<file path="src/rtl/slpw_pkg.sv">
// Shared types, constants and helpers for the styled line pixel writer.
// Used by every module of the block but the checker; depends on nothing else.
package slpw_pkg;

  // Field widths
  localparam int COORD_W  = 12;
  localparam int ERR_W    = 14;
  localparam int POS_W    = 4;
  localparam int ADDR_W   = 15;
  localparam int MASK_W   = 8;
  localparam int STYLE_W  = 3;
  localparam int PAT_W    = 16;
  localparam int IN_TDATA_W  = 4 * COORD_W;
  localparam int OUT_TDATA_W = 32;
  localparam int APB_DATA_W  = 32;
  localparam int APB_ADDR_W  = 4;

  // Default geometry of the framebuffer
  localparam int DEF_SCREEN_WIDTH  = 720;
  localparam int DEF_SCREEN_HEIGHT = 348;
  localparam int DEF_BYTES_PER_ROW = 90;
  localparam int DEF_BANK_SIZE     = 8192;

  // Request kinds on the input channel
  localparam logic OP_START   = 1'b0;
  localparam logic OP_ADVANCE = 1'b1;

  // Line style codes
  localparam logic [STYLE_W-1:0] STYLE_SOLID  = 3'd0;
  localparam logic [STYLE_W-1:0] STYLE_DOTTED = 3'd1;
  localparam logic [STYLE_W-1:0] STYLE_CENTER = 3'd2;
  localparam logic [STYLE_W-1:0] STYLE_DASHED = 3'd3;
  localparam logic [STYLE_W-1:0] STYLE_USER   = 3'd4;

  // Preset dash patterns
  localparam logic [PAT_W-1:0] PAT_SOLID  = 16'hFFFF;
  localparam logic [PAT_W-1:0] PAT_DOTTED = 16'hCCCC;
  localparam logic [PAT_W-1:0] PAT_CENTER = 16'hF8F8;
  localparam logic [PAT_W-1:0] PAT_DASHED = 16'hF0F0;

  // Register indexes on the configuration port
  localparam logic [1:0] REG_DASH_STYLE   = 2'd0;
  localparam logic [1:0] REG_USER_PATTERN = 2'd1;
  localparam logic [1:0] REG_DRAW_COLOR   = 2'd2;

  // Register reset values
  localparam logic [STYLE_W-1:0] RST_DASH_STYLE   = STYLE_SOLID;
  localparam logic [PAT_W-1:0]   RST_USER_PATTERN = 16'hFFFF;
  localparam logic               RST_DRAW_COLOR   = 1'b1;

  // Configuration seen by the pixel stage
  typedef struct packed {
    logic [STYLE_W-1:0] dash_style;
    logic [PAT_W-1:0]   user_pattern;
    logic               draw_color;
  } cfg_t;

  // One stepped point handed from the step stage to the pixel stage
  typedef struct packed {
    logic signed [COORD_W-1:0] x;
    logic signed [COORD_W-1:0] y;
    logic [POS_W-1:0]          pos;
    logic                      done;
    logic                      no_line;
  } point_t;

  // Pick the dash pattern for a style code
  function automatic logic [PAT_W-1:0] style_pattern(input logic [STYLE_W-1:0] style,
                                                     input logic [PAT_W-1:0]   user_pat);
    logic [PAT_W-1:0] pat;
    case (style)
      STYLE_DOTTED: pat = PAT_DOTTED;
      STYLE_CENTER: pat = PAT_CENTER;
      STYLE_DASHED: pat = PAT_DASHED;
      STYLE_USER:   pat = user_pat;
      default:      pat = PAT_SOLID;
    endcase
    return pat;
  endfunction

endpackage

</file>
<file path="src/rtl/slpw_cfg.sv">
// Configuration registers behind the APB-style port: line style, user
// dash pattern and draw color. Depends on slpw_pkg.
module slpw_cfg
  import slpw_pkg::*;
(
  input  logic                  clk,
  input  logic                  rst_n,
  input  logic                  cfg_psel,
  input  logic                  cfg_penable,
  input  logic                  cfg_pwrite,
  input  logic [APB_ADDR_W-1:0] cfg_paddr,
  input  logic [APB_DATA_W-1:0] cfg_pwdata,
  output logic [APB_DATA_W-1:0] cfg_prdata,
  output logic                  cfg_pready,
  output cfg_t                  cfg
);

  logic [STYLE_W-1:0] dash_style_r;
  logic [PAT_W-1:0]   user_pattern_r;
  logic               draw_color_r;
  logic [1:0]         reg_idx;
  logic               wr_en;

  assign reg_idx    = cfg_paddr[3:2];
  assign cfg_pready = 1'b1;
  assign wr_en      = cfg_psel && cfg_penable && cfg_pwrite && cfg_pready;

  // Write the addressed register on the access cycle
  always_ff @(posedge clk) begin
    if (!rst_n) begin
      dash_style_r   <= RST_DASH_STYLE;
      user_pattern_r <= RST_USER_PATTERN;
      draw_color_r   <= RST_DRAW_COLOR;
    end else if (wr_en) begin
      case (reg_idx)
        REG_DASH_STYLE:   dash_style_r   <= cfg_pwdata[STYLE_W-1:0];
        REG_USER_PATTERN: user_pattern_r <= cfg_pwdata[PAT_W-1:0];
        REG_DRAW_COLOR:   draw_color_r   <= cfg_pwdata[0];
        default: ;
      endcase
    end
  end

  // Read back the addressed register
  always_comb begin
    case (reg_idx)
      REG_DASH_STYLE:   cfg_prdata = APB_DATA_W'(dash_style_r);
      REG_USER_PATTERN: cfg_prdata = APB_DATA_W'(user_pattern_r);
      REG_DRAW_COLOR:   cfg_prdata = APB_DATA_W'(draw_color_r);
      default:          cfg_prdata = '0;
    endcase
  end

  assign cfg.dash_style   = dash_style_r;
  assign cfg.user_pattern = user_pattern_r;
  assign cfg.draw_color   = draw_color_r;

endmodule

</file>
<file path="src/rtl/slpw_step.sv">
// Bresenham step stage: holds the line state, takes one step per request
// and registers the resulting point. Depends on slpw_pkg.
module slpw_step
  import slpw_pkg::*;
(
  input  logic                      clk,
  input  logic                      rst_n,
  input  logic                      in_valid,
  output logic                      in_ready,
  input  logic                      in_op,
  input  logic signed [COORD_W-1:0] in_x_start,
  input  logic signed [COORD_W-1:0] in_y_start,
  input  logic signed [COORD_W-1:0] in_x_end,
  input  logic signed [COORD_W-1:0] in_y_end,
  output logic                      pt_valid,
  input  logic                      pt_ready,
  output point_t                    pt
);

  // Line state
  logic signed [COORD_W-1:0] cur_x_r, cur_x_nxt;
  logic signed [COORD_W-1:0] cur_y_r, cur_y_nxt;
  logic signed [COORD_W-1:0] end_x_r, end_x_nxt;
  logic signed [COORD_W-1:0] end_y_r, end_y_nxt;
  logic [COORD_W-1:0]        abs_dx_r, abs_dx_nxt;
  logic [COORD_W-1:0]        abs_dy_r, abs_dy_nxt;
  logic                      step_x_neg_r, step_x_neg_nxt;
  logic                      step_y_neg_r, step_y_neg_nxt;
  logic signed [ERR_W-1:0]   err_r, err_nxt;
  logic [POS_W-1:0]          pos_r, pos_nxt;
  logic                      active_r, active_nxt;

  // Point register
  logic   pt_valid_r;
  point_t pt_r, pt_nxt;

  logic                      accept;
  logic signed [COORD_W:0]   dx_s, dy_s;
  logic [COORD_W-1:0]        adx, ady;
  logic signed [ERR_W:0]     e2;
  logic signed [ERR_W:0]     neg_dy;
  logic signed [ERR_W:0]     pos_dx;
  logic                      move_x, move_y;
  logic signed [ERR_W-1:0]   dx_term, dy_term;

  assign in_ready = !pt_valid_r || pt_ready;
  assign accept   = in_valid && in_ready;

  // Deltas of a new line
  assign dx_s = {in_x_end[COORD_W-1], in_x_end} - {in_x_start[COORD_W-1], in_x_start};
  assign dy_s = {in_y_end[COORD_W-1], in_y_end} - {in_y_start[COORD_W-1], in_y_start};
  assign adx  = dx_s[COORD_W] ? COORD_W'(-dx_s) : dx_s[COORD_W-1:0];
  assign ady  = dy_s[COORD_W] ? COORD_W'(-dy_s) : dy_s[COORD_W-1:0];

  // Step decision on the current error
  assign e2      = {err_r, 1'b0};
  assign neg_dy  = -$signed({{(ERR_W+1-COORD_W){1'b0}}, abs_dy_r});
  assign pos_dx  = $signed({{(ERR_W+1-COORD_W){1'b0}}, abs_dx_r});
  assign move_x  = e2 > neg_dy;
  assign move_y  = e2 < pos_dx;
  assign dy_term = move_y ? $signed({{(ERR_W-COORD_W){1'b0}}, abs_dx_r}) : '0;
  assign dx_term = move_x ? $signed({{(ERR_W-COORD_W){1'b0}}, abs_dy_r}) : '0;

  // Next state and emitted point
  always_comb begin
    cur_x_nxt      = cur_x_r;
    cur_y_nxt      = cur_y_r;
    end_x_nxt      = end_x_r;
    end_y_nxt      = end_y_r;
    abs_dx_nxt     = abs_dx_r;
    abs_dy_nxt     = abs_dy_r;
    step_x_neg_nxt = step_x_neg_r;
    step_y_neg_nxt = step_y_neg_r;
    err_nxt        = err_r;
    pos_nxt        = pos_r;
    active_nxt     = active_r;
    pt_nxt         = '0;
    if (in_op == OP_START) begin
      cur_x_nxt      = in_x_start;
      cur_y_nxt      = in_y_start;
      end_x_nxt      = in_x_end;
      end_y_nxt      = in_y_end;
      abs_dx_nxt     = adx;
      abs_dy_nxt     = ady;
      step_x_neg_nxt = !(in_x_start < in_x_end);
      step_y_neg_nxt = !(in_y_start < in_y_end);
      err_nxt        = $signed({{(ERR_W-COORD_W){1'b0}}, adx})
                     - $signed({{(ERR_W-COORD_W){1'b0}}, ady});
      pos_nxt        = '0;
      pt_nxt.done    = (in_x_start == in_x_end) && (in_y_start == in_y_end);
      active_nxt     = !pt_nxt.done;
      pt_nxt.x       = in_x_start;
      pt_nxt.y       = in_y_start;
      pt_nxt.pos     = '0;
    end else if (!active_r) begin
      // Advance without a line: flag it and leave the state alone
      pt_nxt.no_line = 1'b1;
    end else begin
      if (move_x) begin
        cur_x_nxt = step_x_neg_r ? cur_x_r - COORD_W'(1) : cur_x_r + COORD_W'(1);
      end
      if (move_y) begin
        cur_y_nxt = step_y_neg_r ? cur_y_r - COORD_W'(1) : cur_y_r + COORD_W'(1);
      end
      err_nxt     = err_r - dx_term + dy_term;
      pos_nxt     = pos_r + POS_W'(1);
      pt_nxt.done = (cur_x_nxt == end_x_r) && (cur_y_nxt == end_y_r);
      active_nxt  = !pt_nxt.done;
      pt_nxt.x    = cur_x_nxt;
      pt_nxt.y    = cur_y_nxt;
      pt_nxt.pos  = pos_nxt;
    end
  end

  // Control state
  always_ff @(posedge clk) begin
    if (!rst_n) begin
      active_r   <= 1'b0;
      pt_valid_r <= 1'b0;
    end else begin
      if (in_ready) begin
        pt_valid_r <= in_valid;
      end
      if (accept) begin
        active_r <= active_nxt;
      end
    end
  end

  // Line state and point payload advance on each accepted request
  always_ff @(posedge clk) begin
    if (accept) begin
      cur_x_r      <= cur_x_nxt;
      cur_y_r      <= cur_y_nxt;
      end_x_r      <= end_x_nxt;
      end_y_r      <= end_y_nxt;
      abs_dx_r     <= abs_dx_nxt;
      abs_dy_r     <= abs_dy_nxt;
      step_x_neg_r <= step_x_neg_nxt;
      step_y_neg_r <= step_y_neg_nxt;
      err_r        <= err_nxt;
      pos_r        <= pos_nxt;
      pt_r         <= pt_nxt;
    end
  end

  assign pt_valid = pt_valid_r;
  assign pt       = pt_r;

endmodule

</file>
<file path="src/rtl/slpw_pixel.sv">
// Pixel stage: dash pattern test, screen clipping, banked byte address and
// bit mask, held in the result register. Depends on slpw_pkg.
module slpw_pixel
  import slpw_pkg::*;
#(
  parameter int SCREEN_WIDTH  = DEF_SCREEN_WIDTH,
  parameter int SCREEN_HEIGHT = DEF_SCREEN_HEIGHT,
  parameter int BYTES_PER_ROW = DEF_BYTES_PER_ROW,
  parameter int BANK_SIZE     = DEF_BANK_SIZE
)(
  input  logic                   clk,
  input  logic                   rst_n,
  input  logic                   pt_valid,
  output logic                   pt_ready,
  input  point_t                 pt,
  input  cfg_t                   cfg,
  output logic                   out_tvalid,
  input  logic                   out_tready,
  output logic [OUT_TDATA_W-1:0] out_tdata,
  output logic                   out_tlast,
  output logic                   out_tuser
);

  localparam logic [COORD_W-1:0] WIDTH_LIM  = COORD_W'(SCREEN_WIDTH);
  localparam logic [COORD_W-1:0] HEIGHT_LIM = COORD_W'(SCREEN_HEIGHT);
  localparam logic [ADDR_W-1:0]  BANK_C     = ADDR_W'(BANK_SIZE);
  localparam logic [ADDR_W-1:0]  ROW_C      = ADDR_W'(BYTES_PER_ROW);

  logic                   out_valid_r;
  logic [OUT_TDATA_W-1:0] tdata_r, tdata_nxt;
  logic                   tlast_r;
  logic                   tuser_r;

  logic [PAT_W-1:0]  pat;
  logic              on_screen;
  logic              wr_en;
  logic [ADDR_W-1:0] addr;
  logic [MASK_W-1:0] mask;

  assign pt_ready = !out_valid_r || out_tready;

  // Pattern bit and clipping
  assign pat       = style_pattern(cfg.dash_style, cfg.user_pattern);
  assign on_screen = !pt.x[COORD_W-1] && ($unsigned(pt.x) < WIDTH_LIM)
                  && !pt.y[COORD_W-1] && ($unsigned(pt.y) < HEIGHT_LIM);
  assign wr_en     = pat[pt.pos] && on_screen && !pt.no_line;

  // Banked address, wraps at the address width
  assign addr = ADDR_W'(pt.y[1:0]) * BANK_C
              + ADDR_W'(pt.y[COORD_W-1:2]) * ROW_C
              + ADDR_W'(pt.x[COORD_W-1:3]);
  assign mask = MASK_W'(8'h80 >> pt.x[2:0]);

  // Zero the write fields when nothing is written
  always_comb begin
    tdata_nxt = '0;
    if (wr_en) begin
      tdata_nxt[0]                     = 1'b1;
      tdata_nxt[ADDR_W:1]              = addr;
      tdata_nxt[ADDR_W+MASK_W:ADDR_W+1] = mask;
      tdata_nxt[ADDR_W+MASK_W+1]       = cfg.draw_color;
    end
  end

  // Hold the result until it is taken
  always_ff @(posedge clk) begin
    if (!rst_n) begin
      out_valid_r <= 1'b0;
    end else if (pt_ready) begin
      out_valid_r <= pt_valid;
    end
  end

  always_ff @(posedge clk) begin
    if (pt_valid && pt_ready) begin
      tdata_r <= tdata_nxt;
      tlast_r <= pt.done;
      tuser_r <= pt.no_line;
    end
  end

  assign out_tvalid = out_valid_r;
  assign out_tdata  = tdata_r;
  assign out_tlast  = tlast_r;
  assign out_tuser  = tuser_r;

endmodule

</file>
<file path="src/rtl/styled_line_pixel_writer.sv">
// Styled line pixel writer: takes a start or advance request per cycle and
// returns one framebuffer write per request, held first in the point
// register, then in the result register, and sustains one request per
// clock while the result channel does not stall; the rate is set by the
// Bresenham state update, which is formed combinationally so that the next
// step can follow at once. A start request loads both endpoints and returns
// the first point; each advance returns the next point, with tlast on the
// second endpoint. Points off screen or on a gap of the dash pattern come
// back with write_enable low and zero address, mask and value; an advance
// with no line in progress comes back with tuser high and all else zero.
// The memory is expected to do the read-modify-write with the given mask.
// Depends on slpw_pkg, slpw_cfg, slpw_step and slpw_pixel.
module styled_line_pixel_writer
  import slpw_pkg::*;
#(
  parameter int SCREEN_WIDTH  = DEF_SCREEN_WIDTH,
  parameter int SCREEN_HEIGHT = DEF_SCREEN_HEIGHT,
  parameter int BYTES_PER_ROW = DEF_BYTES_PER_ROW,
  parameter int BANK_SIZE     = DEF_BANK_SIZE
)(
  input  logic                   clk,
  input  logic                   rst_n,
  // Request channel
  input  logic                   in_tvalid,
  output logic                   in_tready,
  // tdata: x_start[11:0], y_start[23:12], x_end[35:24], y_end[47:36]
  input  logic [IN_TDATA_W-1:0]  in_tdata,
  // tuser: op[0]
  input  logic                   in_tuser,
  // Result channel
  output logic                   out_tvalid,
  input  logic                   out_tready,
  // tdata: write_enable[0], byte_address[15:1], bit_mask[23:16],
  //        bit_value[24], zero[31:25]
  output logic [OUT_TDATA_W-1:0] out_tdata,
  // tlast: line_done
  output logic                   out_tlast,
  // tuser: no_line[0]
  output logic                   out_tuser,
  // Configuration port
  input  logic                   cfg_psel,
  input  logic                   cfg_penable,
  input  logic                   cfg_pwrite,
  input  logic [APB_ADDR_W-1:0]  cfg_paddr,
  input  logic [APB_DATA_W-1:0]  cfg_pwdata,
  output logic [APB_DATA_W-1:0]  cfg_prdata,
  output logic                   cfg_pready
);

  cfg_t   cfg;
  point_t pt;
  logic   pt_valid;
  logic   pt_ready;

  // Configuration registers
  slpw_cfg u_cfg (
    .clk         (clk),
    .rst_n       (rst_n),
    .cfg_psel    (cfg_psel),
    .cfg_penable (cfg_penable),
    .cfg_pwrite  (cfg_pwrite),
    .cfg_paddr   (cfg_paddr),
    .cfg_pwdata  (cfg_pwdata),
    .cfg_prdata  (cfg_prdata),
    .cfg_pready  (cfg_pready),
    .cfg         (cfg)
  );

  // Line stepping
  slpw_step u_step (
    .clk        (clk),
    .rst_n      (rst_n),
    .in_valid   (in_tvalid),
    .in_ready   (in_tready),
    .in_op      (in_tuser),
    .in_x_start ($signed(in_tdata[COORD_W-1:0])),
    .in_y_start ($signed(in_tdata[2*COORD_W-1:COORD_W])),
    .in_x_end   ($signed(in_tdata[3*COORD_W-1:2*COORD_W])),
    .in_y_end   ($signed(in_tdata[4*COORD_W-1:3*COORD_W])),
    .pt_valid   (pt_valid),
    .pt_ready   (pt_ready),
    .pt         (pt)
  );

  // Pixel address and result register
  slpw_pixel #(
    .SCREEN_WIDTH  (SCREEN_WIDTH),
    .SCREEN_HEIGHT (SCREEN_HEIGHT),
    .BYTES_PER_ROW (BYTES_PER_ROW),
    .BANK_SIZE     (BANK_SIZE)
  ) u_pixel (
    .clk        (clk),
    .rst_n      (rst_n),
    .pt_valid   (pt_valid),
    .pt_ready   (pt_ready),
    .pt         (pt),
    .cfg        (cfg),
    .out_tvalid (out_tvalid),
    .out_tready (out_tready),
    .out_tdata  (out_tdata),
    .out_tlast  (out_tlast),
    .out_tuser  (out_tuser)
  );

endmodule

</file>
<file path="config.mk">
export PLATFORM = sky130hd
export DESIGN_NAME = styled_line_pixel_writer
export DESIGN_NICKNAME = d
export VERILOG_FILES = /design/src/rtl/slpw_pkg.sv /design/src/rtl/slpw_cfg.sv /design/src/rtl/slpw_step.sv /design/src/rtl/slpw_pixel.sv /design/src/rtl/styled_line_pixel_writer.sv
export SDC_FILE = /design/constraint.sdc
export NUM_CORES = 1
export LEC_CHECK = 0
export BUFFER_PORTS_ARGS = -buffer_cell sky130_fd_sc_hd__buf_2
export CORE_ASPECT_RATIO = 0.6
export CORE_MARGIN = 2
export CORE_UTILIZATION = 25
export CTS_BUF_LIST = sky130_fd_sc_hd__clkbuf_4 sky130_fd_sc_hd__clkbuf_8 sky130_fd_sc_hd__clkbuf_16
export CTS_CLUSTER_DIAMETER = 30
export DETAILED_ROUTE_END_ITERATION = 16
export PLACE_DENSITY_LB_ADDON = 0.12
export REMOVE_ABC_BUFFERS = 1
export SYNTH_ARGS = -nofsm -noshare
export SYNTH_HDL_FRONTEND = slang
export SYNTH_SLANG_ARGS = --single-unit
</file>
<file path="constraint.sdc">
create_clock -name clk -period 9 [get_ports clk]
set_input_delay 1.8 -clock clk [delete_from_list [all_inputs] [get_ports clk]]
set_output_delay 1.8 -clock clk [all_outputs]
set_load 0.03 [all_outputs]
</file>
==> impl_summary.txt, run 1 <==
----------------------------------------------------
[Pwr]
  Switching part of the total ... around 44%
  Clock share of power ... between 10% and 20%
  Ratio of total power to cell area ... between 200 and 300 nW/µm²
  Static leakage ... between 6 and 7 nW
  Combinational share of power ... about 59%
  Power Internal ... ~2.5 mW
  Psw ... between 2 and 2.5 mW
  Peak VDD IR ... ~0.00015 V
  Share of power burned in registers ... between 20% and 30%

[Floorplanning]
  Die ar. ... about 57000 µm²
  Placeable Area ... 54400 µm²
  Site row count ... 66
  Die X-Extent ... slightly above 300 µm
  Number of top-level pins ... 161
  Effective utilization at floorplan ... approximately 25%
  Height of the chip ... between 150 and 200 µm

[Detailed routing]
  Via-to-Cell Ratio ... ~4.6
  Total vias in the final route ... roughly 11000
  DRC ... 0
  Residual antenna-violating net count after detailed routing ... 0
  Initial DRC Count ... around 710
  Iteration count of the initial detailed-routing pass ... 5
  Total routed wirelength ... around 40 mm
  Avg WL per Cell ... roughly 18 µm

[Timing]
  Final setup margin ... around 1900 ps
  Final Hold Fails ... 0
  TNS Setup ... 0 ps
  Final setup viols ... 0
  Total count of max-transition violations in the final report ... 0
  Slew of the pin with the lowest slew margin ... about 1100 ps
  Setup Skew ... approximately 14 ps
  Minimum clock period ... roughly 7000 ps
  Setup repair after global routing missed its margin ... no
  Headroom to the max-slew limit ... a little under a quarter
  Fin crit share ... between 70% and 80%
  FMAX ... ~140 MHz

[Synth]
  Synth Cell Area ... 13800 µm²
  Average footprint of a synthesized cell ... about 9.5 µm²
  Number of distinct standard cells referenced by the synthesized netlist ... 80
  Count leader, synth ... sky130_fd_sc_hd__inv_1
  Share of the synthesized area in the top cell type ... between 30% and 40%
  Post-synthesis async set-or-reset flop share ... 0%
  Synthesized instance count ... about 1500
  Number of enable-type register cells in the synthesized netlist ... between 100 and 150
  Largest cells by area after synthesis ... sky130_fd_sc_hd__edfxtp_1, sky130_fd_sc_hd__ha_1, sky130_fd_sc_hd__xnor2_1, sky130_fd_sc_hd__inv_1, sky130_fd_sc_hd__fa_1
  Most frequent cells after synthesis ... sky130_fd_sc_hd__inv_1, sky130_fd_sc_hd__edfxtp_1, sky130_fd_sc_hd__ha_1
  Seq cells post-synth ... approximately 170
  Leading register cell type out of synthesis ... sky130_fd_sc_hd__edfxtp_1
  Total of warnings raised by yosys ... 0
  Seq/Total Area, Yosys ... between 30% and 40%
  Leading area contributor after synthesis ... sky130_fd_sc_hd__edfxtp_1

[GRT]
  Via count of the first global-routing pass ... a little over 10000
  Remaining global-route overflow ... 0
  Pin count of the biggest net entering global routing ... between 60 and 70
  Met3 GRT Util ... ~2.7%
  Global routing usage summed across all routing layers ... 14.3%
  Most congested layer reported by global routing ... met1
  Wire length of the first global-routing pass ... approximately 61 mm
  Met1 layer usage reported by global route ... between 20% and 30%
  Number of antenna violations at the first check in global routing ... 2
  Met2 track demand over resource ... about 18%

[Job]
  Max Cap Viol ... 0

[Worst setup path]
  Worst reg-to-reg setup slack ... roughly 2100 ps
  Slowest stage cell on the critical path ... sky130_fd_sc_hd__a2111oi_2
  Most common cell on crit path ... sky130_fd_sc_hd__o21ai_0
  Critical path startpoint category ... input pin
  Max Fanout on Critical Path ... 11
  CP Capture Type ... register
  Origin of the critical flop-to-flop path ... u_step.abs_dy_r[2]
  Origin of the worst setup path ... in_tdata[36]
  Category of the critical setup timing path ... input pin to register
  Worst EP required ... between 9000 and 10000 ps
  Arrival time reported for the critical path endpoint ... roughly 7300 ps
  Termination of the worst setup path ... u_step.err_r[11]
  CP Buf/Inv Count ... 5
  Depth of the most critical reg-to-reg path ... 25
  Kind of cell adding the most delay to the critical path ... compound AO/OA/AOI/OAI gates
  Stages on worst setup path ... 27
  Worst flop-to-flop path endpoint ... u_step.err_r[13]
  CP peak stage delay ... approximately 560 ps

[Hold path]
  Min-delay worst type ... register to register

[Placed design]
  DP HPWL ... ~33 mm
  Count of input and output buffers ... around 120
  Final Wtd Congestion ... 0.786
  Worst setup timing slack at the placement stage ... between 1500 and 2000 ps

[Clocking]
  Clock Pin Slew Worst Setup and Hold Paths ... 70 ps
  Post-CTS setup buffer count ... 0
  TritonCTS clock tree ... built
  Number of H-tree branching levels ... 4
  Maximum root-to-sink buffer count ... 2
  Worst skew pair latency ... ~460 ps
  Clk Tree Root Cell ... sky130_fd_sc_hd__clkbuf_16
  Number of instances resized during post-cts repair ... 0
  Hold buffer count at CTS ... 0
  Number of CTS-inserted buffers ... 17
  CTS sink cnt ... approximately 170

[Status]
  Status ... complete, no violations

[Cells and area]
  Filler instances ... between 5000 and 6000
  Final Util ... 28.9%
  Nets@finish ... 1826
  Area grow syn2layout ... 13.5%
  Share of cells above drive strength 1 ... around an eighth

----------------------------------------------------
-- power groups by stage --
| stage | clock, mW | combinational, mW | sequential (mW) |
|---|---|---|---|
| 2_1_floorplan | 0 | 2.03 | 1.12 |
| 3_3_place_gp | 0 | 2.65 | 1.15 |
| 3_5_place_dp | 0 | 2.66 | 1.15 |
| 4_1_cts | 0.732 | 2.69 | 1.14 |
| 5_1_grt | 0.765 | 3.05 | 1.15 |
| 6_report | 0.702 | 2.68 | 1.14 |
-- per-stage QoR --
| step | total power [mW] | instances | area, µm² | hold slack [ps] |
|---|---|---|---|---|
| 6_report | 4.51 | 2295 | 15700 | 456 |
| 3_3_place_gp | 3.81 | 2262 | 15200 | 468 |
| 4_1_cts | 4.55 | 2294 | 15700 | 478 |
| 2_1_floorplan | 3.15 | 1421 | 13600 | 400 |
| 3_5_place_dp | 3.82 | 2262 | 15200 | 466 |
| 5_1_grt | 4.96 | 2294 | 15700 | 483 |
-- cells by family (layout without fill, tap and decap cells) --
logic type,after synthesis,count (layout),synth area share [%]
other cells,2,25,0.0543
flops,172,172,35.7
simple gates,446,446,15.9
xor+xnor,135,135,8.76
buf+inv,229,331,7.02
fa+ha+maj,167,167,16.8
compound gates,271,271,13.0
mux,34,34,2.75
-- worst min-delay path by stage --
stage,slack [ps],endpoint,depth (start not counted),from
finish,460,u_pixel.out_tlast,0,u_step.pt[1]
global route,480,u_pixel.out_tlast,0,u_step.pt[1]
CTS,480,u_pixel.out_tlast,0,u_step.pt[1]
detailed placement,470,u_pixel.out_tlast,0,u_step.pt[1]
global placement,470,u_pixel.out_tlast,0,u_step.pt[1]
floorplan,400,u_pixel.out_tlast,0,u_step.pt[1]
-- final cells by class --
class	count	area [µm²]	share of cell area [%]
clock buffer	18	433	2.76
clock inverter	14	97.6	0.621
timing repair buffer	127	658	4.19
antenna	1	2.50	0.0159
sequential	172	4930	31.4
multi-input combinational	1077	8040	51.2
inverter	172	646	4.11
tap	714	893	5.69
-- sequential cells by signal (all words and copies together), names as in the netlist, 14 cells and up --
register,flops
u_cfg.user_pattern_r,16
u_pixel.out_tdata,25
u_step.err_r,14
u_step.pt,30
-- per-layer routing --
| layer | up-vias | share of wire, % |
|---|---|---|
| li1 | 5254 | - |
| met1 | 5067 | 59 |
| met2 | 213 | 36 |
| met3 | 14 | 4.6 |
| met4 | 0 | 0.87 |
| met5 | - | 0 |
-- placed cells by master, fill, tap and decap left out, types with 32 or more instances in the layout --
master and instances:
sky130_fd_sc_hd__buf_2 118, sky130_fd_sc_hd__inv_1 172, sky130_fd_sc_hd__edfxtp_1 149, sky130_fd_sc_hd__xnor2_1 85
sky130_fd_sc_hd__fa_1 32, sky130_fd_sc_hd__nand2_1 112, sky130_fd_sc_hd__o21ai_0 60, sky130_fd_sc_hd__ha_1 135
sky130_fd_sc_hd__a21oi_1 72, sky130_fd_sc_hd__nor2b_1 59, sky130_fd_sc_hd__nor2_1 115, sky130_fd_sc_hd__xor2_1 48
sky130_fd_sc_hd__nand3_1 34
Note: power is estimated with default switching activity, not from simulation.
==> run 2, diff against run 1 <==
Settings changed: ABC_AREA set to 1.
Clock period 9 ns to 7.15 ns, I/O delays scaled along.
==> run 2 against run 1 <==
Compared with the run above:
- global-route usage is 1.3 points higher
- non-clock buffer count is 3 higher
- synthesized cell count is 26% higher
- register-to-register slack worse by 1200 ps
- die area is 3.8% higher
- clock skew is 5.2 ps lower
- routed wire length is 12% higher
- core utilization is 0.25 points lower
- via count is 14% higher
- cell count is 19% higher
- synthesized area is 3.9% higher
- largest power group unchanged
==> impl_summary.txt, run 2 <==
----------------------------------------------------
[Synth]
  Largest cells by area after synthesis ... sky130_fd_sc_hd__edfxtp_1, sky130_fd_sc_hd__ha_1, sky130_fd_sc_hd__nand2_1, sky130_fd_sc_hd__inv_1, sky130_fd_sc_hd__fa_1
  Number of distinct standard cells referenced by the synthesized netlist ... 53 (-34%)
  Compound-Gate Fraction of Synth Area ... 11.0% (-2.0 points)
  Seq/Total Area, Yosys ... 34.3% (-1.3 points)
  Combinational family with the most area after synthesis ... simple AND/OR/NAND/NOR gates
  Seq cells post-synth ... 172 (unchanged)
  Simple-gate portion of the synthesized area ... 22.0% (+6.1 points)
  Fraction of synthesized area in multiplexers ... 0.218% (-2.5 points)
  Average footprint of a synthesized cell ... 7.84 µm² (-18%)
  Synthesized instance count ... 1833 (+26%)
  Share of the synthesized area in the top cell type ... 31.1% (-1.2 points)
  Leading area contributor after synthesis ... sky130_fd_sc_hd__edfxtp_1
  Most frequent cells after synthesis ... sky130_fd_sc_hd__nand2_1, sky130_fd_sc_hd__inv_1, sky130_fd_sc_hd__edfxtp_1
  Synth Cell Area ... 14400 µm² (+3.9%)
  Post-synthesis async set-or-reset flop share ... 0% (unchanged)
  Xor/xnor share of the synthesized area ... 5.00% (-3.8 points)
  Share of synthesized cell area in full adder, half adder and majority cells ... 16.2% (-0.62 points)
  Total of warnings raised by yosys ... 0 (unchanged)
  Number of enable-type register cells in the synthesized netlist ... 149 (unchanged)
  Leading register cell type out of synthesis ... sky130_fd_sc_hd__edfxtp_1
  Count leader, synth ... sky130_fd_sc_hd__nand2_1

[Status]
  Status ... complete, no violations

[Cells and area]
  Non-filler cells, final ... 2731 (+19%)
  Nets@finish ... 2207 (+21%)
  Max reg flops ... 30 (unchanged)
  Share of cells above drive strength 1 ... 9.38% (-2.5 points)
  Number of inserted diodes ... 0 (-1)
  Most common library cell in the layout ignoring fill and taps ... sky130_fd_sc_hd__nand2_1
  Area grow syn2layout ... 13.8%
  Leading cell types in the layout, fill and taps excluded ... sky130_fd_sc_hd__nand2_1, sky130_fd_sc_hd__inv_1, sky130_fd_sc_hd__edfxtp_1

[Timing]
  TNS Setup ... 0 ps (unchanged)
  Setup Skew ... 8.85 ps (-5.23 ps)
  Total count of max-transition violations in the final report ... 0 (unchanged)
  Fin crit share ... 87.5%
  Final Hold Fails ... 0 (unchanged)
  FMAX ... about 160 MHz
  Minimum clock period ... ~6300 ps
  Slew of the pin with the lowest slew margin ... 885 ps (-257 ps)
  Setup repair after global routing missed its margin ... no
  Headroom to the max-slew limit ... 40.9% (+17 points)
  Final setup viols ... 0 (unchanged)
  Hold slack final ... 454 ps (-1.90 ps)
  Final setup margin ... 892 ps (-965 ps)

[Detailed routing]
  DRC ... 0 (unchanged)
  Total routed wirelength ... 45.4 mm (+12%)
  Initial DRC Count ... 939 (+32%)
  Avg WL per Cell ... 16.6 µm (-5.6%)
  Total vias in the final route ... 12000 (+14%)
  Iteration count of the initial detailed-routing pass ... 5 (unchanged)
  Residual antenna-violating net count after detailed routing ... 0 (unchanged)
  Via-to-Cell Ratio ... 4.41 (-4.0%)

[Pwr]
  Ratio of total power to cell area ... 339 nW/µm² (+18%)
  Total design power ... 5.54 mW (+23%)
  Static leakage ... 8.06 nW (+20%)
  Peak VDD IR ... 0.000162 V (+11%)

[Clocking]
  Maximum root-to-sink buffer count ... 2 (unchanged)
  Hold buffer count at CTS ... 0 (unchanged)
  Post-CTS setup buffer count ... 0 (unchanged)
  Number of instances resized during post-cts repair ... 0 (unchanged)
  Worst skew pair latency ... 470 ps (about the same)
  Number of CTS-inserted buffers ... 17 (unchanged)
  TritonCTS clock tree ... built
  Clk Tree Root Cell ... sky130_fd_sc_hd__clkbuf_16
  Clock Pin Slew Worst Setup and Hold Paths ... 70 ps (about the same)
  CTS sink cnt ... 172 (unchanged)
  Number of H-tree branching levels ... 4 (unchanged)

[Worst setup path]
  Worst EP required ... 7360 ps (-1810 ps)
  Most common cell on crit path ... sky130_fd_sc_hd__nand2_1
  Arrival time reported for the critical path endpoint ... 6460 ps (-860 ps)
  CP peak stage delay ... 630 ps (+70 ps)
  Slowest stage cell on the critical path ... sky130_fd_sc_hd__nor3_1
  Critical path startpoint category ... register
  Category of the critical setup timing path ... register to register
  Max Fanout on Critical Path ... 10 (-1)
  CP Capture Type ... register

[Floorplanning]
  Placeable Area ... 57200 µm² (+5.1%)
  Die ar. ... 59500 µm² (+3.8%)
  Die X-Extent ... 314 µm (+1.9%)
  Number of top-level pins ... 161 (unchanged)
  Height of the chip ... 190 µm (+1.9%)
  Effective utilization at floorplan ... 25.1% (-0.29 points)
  Site row count ... 68 (+3.0%)

[Placed design]
  DP HPWL ... 36.9 mm (+12%)
  Count of input and output buffers ... 118 (unchanged)
  Final Wtd Congestion ... 0.825 (+4.9%)
  Worst setup timing slack at the placement stage ... 987 ps (-591 ps)
  Post-Place Cells ... 2699 (+19%)

[GRT]
  Pin count of the biggest net entering global routing ... 56 (-9.7%)
  Global routing usage summed across all routing layers ... 15.6% (+1.3 points)
  Via count of the first global-routing pass ... 11500 (+14%)
  Number of antenna violations at the first check in global routing ... 1 (-1)
  Remaining global-route overflow ... 0 (unchanged)
  Wire length of the first global-routing pass ... 69.8 mm (+14%)

[Hold path]
  Min-delay worst type ... register to register

[Job]
  Max Cap Viol ... 0 (unchanged)

----------------------------------------------------
run 2: cell count changes after synthesis, moves of 19 or more:
cell	before	now
sky130_fd_sc_hd__a21o_1	25	6
sky130_fd_sc_hd__a21oi_1	72	97
sky130_fd_sc_hd__and2_1	23	1
sky130_fd_sc_hd__inv_1	172	340
sky130_fd_sc_hd__mux2i_1	22	2
sky130_fd_sc_hd__nand2_1	112	408
sky130_fd_sc_hd__nand3_1	34	102
sky130_fd_sc_hd__nor2b_1	61	0
sky130_fd_sc_hd__o21a_1	8	27
sky130_fd_sc_hd__o21ai_0	60	85
sky130_fd_sc_hd__xnor2_1	85	16
run 2: worst max-delay path, delay by kind of cell (launching register included):
kind | cells | cell delay, ps
flip-flops | 1 | 450
AO/OA/AOI/OAI | 7 | 1200
adder cells (fa/ha/maj) | 3 | 1100
AND/OR/NAND/NOR | 19 | 3050
buffers and inverters | 3 | 190
run 2: final timing paths:
path	to	start	slack [ps]	depth (start not counted)
max	u_step.err_r[13]	u_step.abs_dy_r[2]	890	32
min	u_pixel.out_tlast	u_step.pt[1]	450	0
max reg2reg	u_step.err_r[13]	u_step.abs_dy_r[2]	890	32
min reg2reg	u_pixel.out_tlast	u_step.pt[1]	450	0
run 2: routing by layer:
metal	vias to the layer above	GRT usage (%)	wire length, µm
li1	6184	-	-
met1	5591	26.1	26100
met2	254	20.1	16700
met3	19	2.27	2200
met4	0	2.89	342
met5	-	0	0
run 2: logic make-up (layout without fill, tap and decap cells):
| group | Yosys count | in the layout |
|---|---|---|
| xor+xnor | 82 | 82 |
| fa+ha+maj | 167 | 167 |
| simple gates | 739 | 739 |
| other cells | 2 | 24 |
| mux | 3 | 3 |
| compound gates | 271 | 271 |
| buf+inv | 397 | 503 |
| flops | 172 | 172 |
run 2: area by class of cell:
class / instances / area (µm²)
fillers: 6269 / 40800
multi-input cells: 1286 / 7940
flip-flops and latches: 172 / 4930
inverters: 341 / 1280
well taps: 770 / 963
repair buffers: 130 / 681
clock buffers: 19 / 447
clock inverters: 13 / 114
run 2: where the power goes:
group	switching (mW)	internal [mW]
sequential	0.112	1.28
combinational	2.07	1.14
clock	0.453	0.495
total	2.63	2.91
run 2: stage by stage:
stage / util, % / instance area, µm²
2_1_floorplan: - / 14100
3_3_place_gp: 27.6 / 15800
3_5_place_dp: 27.6 / 15800
4_1_cts: 28.6 / 16400
5_1_grt: 28.6 / 16400
6_report: 28.6 / 16400
